==> src/design/assert_macros.svh <==
// Assertion macros used by the top-level design file.
`ifndef ASSERT_MACROS_SVH
`define ASSERT_MACROS_SVH

// Checked on every rising edge of clk, skipped while rst is high.
`define ASSERT_ON(label, prop, msg) \
  label: assert property (@(posedge clk) disable iff (rst) (prop)) else $error(msg);

// Checked on every rising edge of clk, reset included.
`define ASSERT_ALWAYS(label, prop, msg) \
  label: assert property (@(posedge clk) (prop)) else $error(msg);

`endif

==> src/design/lut3d_pkg.sv <==
// Shared constants, types and blend functions of the 3D LUT color mapper.
`timescale 1ns / 1ps

package lut3d_pkg;

  localparam int MAX_GRID   = 33;
  localparam int LUT_DEPTH  = MAX_GRID * MAX_GRID * MAX_GRID;
  localparam int ADDR_W     = $clog2(LUT_DEPTH);
  localparam int VAL_W      = 16;
  localparam int FRAC_W     = 16;
  localparam int SIZE_W     = 6;
  localparam int GRID_W     = $clog2(MAX_GRID + 1);
  localparam int POS_W      = $clog2((MAX_GRID - 1) * (2 ** FRAC_W) + 1);
  localparam int DIV_BITS   = 2;
  localparam int DIV_STAGES = (POS_W + DIV_BITS - 1) / DIV_BITS;
  localparam int QUO_W      = DIV_STAGES * DIV_BITS;
  localparam int NUM_W      = VAL_W + QUO_W;
  localparam int LOC_LAT    = DIV_STAGES + 2;
  localparam int CFG_IDX_W  = 3;
  localparam int CFG_DATA_W = 16;
  localparam int ACC_W      = 2 * VAL_W + 2;

  typedef enum logic [CFG_IDX_W-1:0] {
    REG_LUT_SIZE  = 3'd0,
    REG_MIN_RED   = 3'd1,
    REG_MIN_GREEN = 3'd2,
    REG_MIN_BLUE  = 3'd3,
    REG_MAX_RED   = 3'd4,
    REG_MAX_GREEN = 3'd5,
    REG_MAX_BLUE  = 3'd6
  } reg_index_t;

  localparam logic FUNC_LOAD = 1'b0;
  localparam logic FUNC_MAP  = 1'b1;

  typedef struct packed {
    logic [VAL_W-1:0] blue;
    logic [VAL_W-1:0] green;
    logic [VAL_W-1:0] red;
  } entry_t;

  typedef struct packed {
    logic [GRID_W-1:0] lo;
    logic [GRID_W-1:0] hi;
    logic [FRAC_W-1:0] fr;
  } axis_t;

  typedef struct packed {
    logic [FRAC_W-1:0] fr_red;
    logic [FRAC_W-1:0] fr_green;
    logic [FRAC_W-1:0] fr_blue;
  } frac_t;

  // a*(1-f) + b*f, rounded half up
  function automatic logic [VAL_W-1:0] lerp(input logic [VAL_W-1:0] a,
                                            input logic [VAL_W-1:0] b,
                                            input logic [FRAC_W-1:0] f);
    logic [FRAC_W:0]    wa;
    logic [ACC_W-1:0]   acc;
    wa  = (FRAC_W + 1)'(2 ** FRAC_W) - {1'b0, f};
    acc = ACC_W'(a) * ACC_W'(wa) + ACC_W'(b) * ACC_W'(f) + ACC_W'(2 ** (FRAC_W - 1));
    return acc[FRAC_W +: VAL_W];
  endfunction

  function automatic entry_t lerp_entry(input entry_t a, input entry_t b,
                                        input logic [FRAC_W-1:0] f);
    entry_t r;
    r.red   = lerp(a.red, b.red, f);
    r.green = lerp(a.green, b.green, f);
    r.blue  = lerp(a.blue, b.blue, f);
    return r;
  endfunction

endpackage

==> src/design/lut3d_locate.sv <==
// Per-axis grid locator: domain normalize, pipelined divide, index clamp.
`timescale 1ns / 1ps

module lut3d_locate (
  input  logic                         clk,
  input  logic                         en,
  input  logic [lut3d_pkg::VAL_W-1:0]  value,
  input  logic [lut3d_pkg::VAL_W-1:0]  dom_min,
  input  logic [lut3d_pkg::VAL_W-1:0]  dom_max,
  input  logic [lut3d_pkg::GRID_W-1:0] size,
  output lut3d_pkg::axis_t             axis
);

  localparam int VW = lut3d_pkg::VAL_W;
  localparam int GW = lut3d_pkg::GRID_W;
  localparam int FW = lut3d_pkg::FRAC_W;
  localparam int QW = lut3d_pkg::QUO_W;
  localparam int NW = lut3d_pkg::NUM_W;
  localparam int NS = lut3d_pkg::DIV_STAGES;
  localparam int PW = VW + GW;

  // bits: numerator bits still to shift in on top, quotient bits filling from below
  typedef struct packed {
    logic [VW-1:0] rem;
    logic [QW-1:0] bits;
    logic [VW-1:0] span;
  } div_t;

  function automatic div_t div_step(input div_t d);
    div_t        r;
    logic [VW:0] t;
    r = d;
    for (int i = 0; i < lut3d_pkg::DIV_BITS; i++) begin
      t      = {r.rem, r.bits[QW-1]};
      r.bits = {r.bits[QW-2:0], 1'b0};
      if (t >= {1'b0, r.span}) begin
        t         = t - {1'b0, r.span};
        r.bits[0] = 1'b1;
      end
      r.rem = t[VW-1:0];
    end
    return r;
  endfunction

  logic             empty;
  logic [VW-1:0]    vclamp;
  logic [VW-1:0]    diff;
  logic [VW-1:0]    span;
  logic [GW-1:0]    sm1;
  logic [PW-1:0]    prod;
  logic [NW-1:0]    num;
  div_t             div_in;
  div_t             dq [NS+1];
  logic [QW-1:0]    pos;
  logic [QW-1:0]    lo_full;
  lut3d_pkg::axis_t axis_next;

  always_comb begin
    empty  = (dom_max <= dom_min);
    vclamp = value;
    if (vclamp < dom_min) vclamp = dom_min;
    if (vclamp > dom_max) vclamp = dom_max;
    diff   = vclamp - dom_min;
    span   = dom_max - dom_min;
    sm1    = size - GW'(1);
    prod   = PW'(diff) * PW'(sm1);
    num    = (NW'(prod) << FW) + NW'(span >> 1);
    if (empty) begin
      div_in.rem  = '0;
      div_in.bits = '0;
      div_in.span = VW'(1);
    end else begin
      div_in.rem  = num[NW-1:QW];
      div_in.bits = num[QW-1:0];
      div_in.span = span;
    end
  end

  always_comb begin
    pos     = dq[NS].bits;
    lo_full = pos >> FW;
    if (lo_full >= QW'(sm1)) begin
      axis_next.lo = sm1;
      axis_next.fr = '0;
    end else begin
      axis_next.lo = GW'(lo_full);
      axis_next.fr = pos[FW-1:0];
    end
    axis_next.hi = (axis_next.lo == sm1) ? axis_next.lo : axis_next.lo + GW'(1);
  end

  always_ff @(posedge clk) begin
    if (en) begin
      dq[0] <= div_in;
      for (int k = 0; k < NS; k++) begin
        dq[k+1] <= div_step(dq[k]);
      end
      axis <= axis_next;
    end
  end

endmodule

==> config.mk <==
export PLATFORM = sky130hd
export DESIGN_NAME = lut3d_locate
export DESIGN_NICKNAME = d
export VERILOG_FILES = /design/src/design/assert_macros.svh /design/src/design/lut3d_pkg.sv /design/src/design/lut3d_locate.sv
export SDC_FILE = /design/constraint.sdc
export NUM_CORES = 2
export LEC_CHECK = 0
export ABC_CLOCK_PERIOD_IN_PS = 10000
export BUFFER_PORTS_ARGS = -buffer_cell sky130_fd_sc_hd__buf_2
export CAP_MARGIN = 20
export CORE_MARGIN = 2
export CORE_UTILIZATION = 50
export DETAILED_ROUTE_END_ITERATION = 10
export PLACE_DENSITY = 0.68
export SETUP_SLACK_MARGIN = 0.4
export SKIP_CTS_REPAIR_TIMING = 1
export SYNTH_ARGS = -nofsm -noshare
export SYNTH_HDL_FRONTEND = slang
export SYNTH_SLANG_ARGS = --single-unit
==> constraint.sdc <==
create_clock -name clk -period 10 [get_ports clk]
set_input_delay 1 -clock clk [delete_from_list [all_inputs] [get_ports clk]]
set_output_delay 1 -clock clk [all_outputs]
set_load 0.05 [all_outputs]
==> impl_summary.log <==
INFO  metric synthMuxAreaShare = 7.10%
INFO  metric bufs_on_longest_clock_path = 3
INFO  metric drt_pre_antenna_iters = 5
INFO  metric detailed_place_hpwl = 74700 µm
INFO  metric worst_ep_arrival_time = 9.61 ns
INFO  metric finalCritPeriodShare = 92.5%
INFO  metric route.vias.total = 30367
INFO  metric detail_route.iter0.violations = 2166
INFO  metric post_synth_fa_ha_maj_area_fraction = 17.5%
INFO  metric synthSimpleGateAreaFrac = 11.6%
INFO  metric max_slew_margin = 23.1%
INFO  metric final_core_utilization = 56.1%
INFO  metric via_per_inst = 5.70
INFO  metric setup_violations = 0
INFO  metric fmax = 0.108 GHz
INFO  metric finalWeightedCongestion = 0.900
INFO  metric yosysWarningCount = 0
INFO  metric tritoncts_clock_tree = built
INFO  metric cell_area_after_technology_mapping = 41500 µm²
INFO  metric die_x = 292 µm
INFO  metric min_period = 9.25 ns
INFO  metric drt_drc_violations_left = 0
INFO  metric setup_ws = 0.753 ns
INFO  metric max_slew.worst_pin.slew = 1.15 ns
INFO  metric count_of_flip_flops_with_a_built_in_enable_after_synthesis = 524
INFO  metric worstPathBufferInverterCount = 9
INFO  metric outcome = finished clean
INFO  metric grt_pass1_wl = 153000 µm
INFO  metric cp_max_fo = 6
INFO  metric max_cap_violations = 0
INFO  metric worst_path_dominant_cell_family = compound AO/OA/AOI/OAI gates
INFO  metric finalWirelength = 96600 µm
INFO  metric grt_setup_unrepaired = no
INFO  metric insertion_delay = 0.64 ns
INFO  metric synth-seq-area-share = 37.9%
INFO  metric synth_area_per_cell = 10.2 µm²
INFO  metric synth_top_family_by_area = adder cells
INFO  metric synth.ff_latch_count = 524
INFO  metric path_class = primary input to register
INFO  metric areaGrowthSynthToFinish = 11.1%
INFO  metric io_pins = 84
INFO  metric layout.cells.most_common_list = 524 x edfxtp_1, 441 x ha_1, 414 x inv_1
INFO  metric reg2reg_setup_slack = 3.52 ns
INFO  metric fp.dieH = 292 µm
INFO  metric cts_root_buffer = clkbuf_16
INFO  metric die_footprint = 85300 µm²
INFO  metric grt_remaining_overflow = 0
INFO  metric critical_path.endpoint_type = register
INFO  metric io_buffer_count = 83
INFO  metric timing_max_transition_violations_final = 0
INFO  metric worstHoldPathType = register to register
INFO  metric synth_flop_cell = edfxtp_1
INFO  metric critical_path.startpoint_type = primary input
INFO  metric delay_of_the_slowest_cell_on_the_worst_path = 0.53 ns
INFO  metric cts-buffers-inserted = 58
INFO  metric netlist_instances = 4048
INFO  metric initial_antenna_violation_count = 1
INFO  metric most_common_library_cell_in_the_layout_ignoring_fill_and_taps = edfxtp_1
INFO  metric h_tree_levels = 2
INFO  metric track_usage = 22.3%
INFO  metric number_of_placement_rows = 105
INFO  metric n_fill_cell = 7039
INFO  metric maximum_number_of_pins_on_one_net_before_global_route_repair = 169
INFO  metric ys_types = 98
INFO  metric worst_clock_skew = 0.0396 ns
INFO  metric critical_path_required = 10.36 ns
INFO  metric tritoncts_num_sinks = 524
INFO  metric cts.clk_slew.worst_paths = 0.06 ns
INFO  metric pre_cts_slack = -0.0711 ns
INFO  metric floorplan.core_area = 82100 µm²
INFO  metric final_nets = 4799
INFO  metric antenna_violating_nets_left = 0
INFO  metric post_drt_wl_per_cell = 18.1 µm
INFO  metric start_util = 50.5%
INFO  metric synth-xor-area-share = 6.04%
INFO  metric post_route_cells_drive_above_1_share = 13.9%
INFO  metric finalHoldViolations = 0
INFO  metric synth_fp_nets = 4636
INFO  metric proportion_of_register_bits_with_asynchronous_set_or_reset_after_synthesis = 0%
INFO  metric synth-compound-area-share = 15.3%
INFO  metric number_of_global_route_vias_before_repair = 29246
INFO  metric cpMaxStageDelayCell = fa_1
==> cells by family (layout without fill, tap and decap cells) <==
group	Yosys count	count (layout)
other	0	1
buffers and inverters	484	695
xor gates and xnor gates	286	286
and+or+nand+nor	993	993
muxes	262	262
DFF	524	524
adders and majority gates	532	532
AOI/OAI and AO/OA	967	967
==> per-layer routing <==
layer | routed length [µm] | global-route usage, % | vias to the layer above
li1 | - | - | 15109
met1 | 45000 | 30.7 | 14476
met2 | 44300 | 36.5 | 630
met3 | 4480 | 3.04 | 152
met4 | 2760 | 6.71 | 0
met5 | 0 | 0 | -
==> sequential cells by signal, indices dropped and copies added, names as in the netlist <==
name / cells
axis: 28
dq: 496
==> synthesized netlist by cell type, types with 56 or more instances <==
cell | instances | area [µm²]
a21o_1 | 114 | 856
a21oi_1 | 297 | 1490
edfxtp_1 | 524 | 15700
fa_1 | 80 | 1600
ha_1 | 452 | 5660
inv_1 | 421 | 1580
mux2_2 | 211 | 2380
nand2_1 | 192 | 721
nand2b_1 | 61 | 382
nand3_1 | 56 | 280
nor2_1 | 329 | 1230
nor2b_1 | 62 | 388
nor3_1 | 90 | 450
o21a_1 | 73 | 548
o21ai_0 | 197 | 986
xnor2_1 | 192 | 1680
xor2_1 | 94 | 823
==> area by class of cell <==
type                    count  area, µm²  share of cell area, %
inverters                 422       1590                   3.45
multi-input cells        3040      24200                   52.6
clock buffers              64       1470                   3.20
diodes                      1       2.50                0.00543
well taps                1070       1340                   2.91
repair buffers            165       1140                   2.48
clock inverters            44        537                   1.17
flip-flops and latches    524      15700                   34.2
==> worst paths after layout <==
| check | start | endpoint | cells past startpoint |
|---|---|---|---|
| setup / recovery | dom_min[15] | dq[0][51] | 44 |
| hold / removal | dq[1][189] | dq[2][29] | 0 |
| setup reg to reg | dq[1][24] | dq[1][101] | 21 |
| hold reg to reg | dq[1][189] | dq[2][29] | 0 |
==> through the flow <==
step | area (µm²) | hold WS, ns | setup TNS [ns] | cells
after floorplan | 41700 | 0.400 | 0 | 4048
after global placement | 43700 | 0.400 | 0 | 5205
after detailed placement | 43700 | 0.405 | -0.147 | 5205
after CTS | 45700 | 0.376 | 0 | 5313
after global routing | 46100 | 0.388 | 0 | 5329
final | 46100 | 0.393 | 0 | 5330
Power is left out: the tool's default activity adds up to more than one toggle a clock period on the data nets, which glitch-free logic cannot reach.
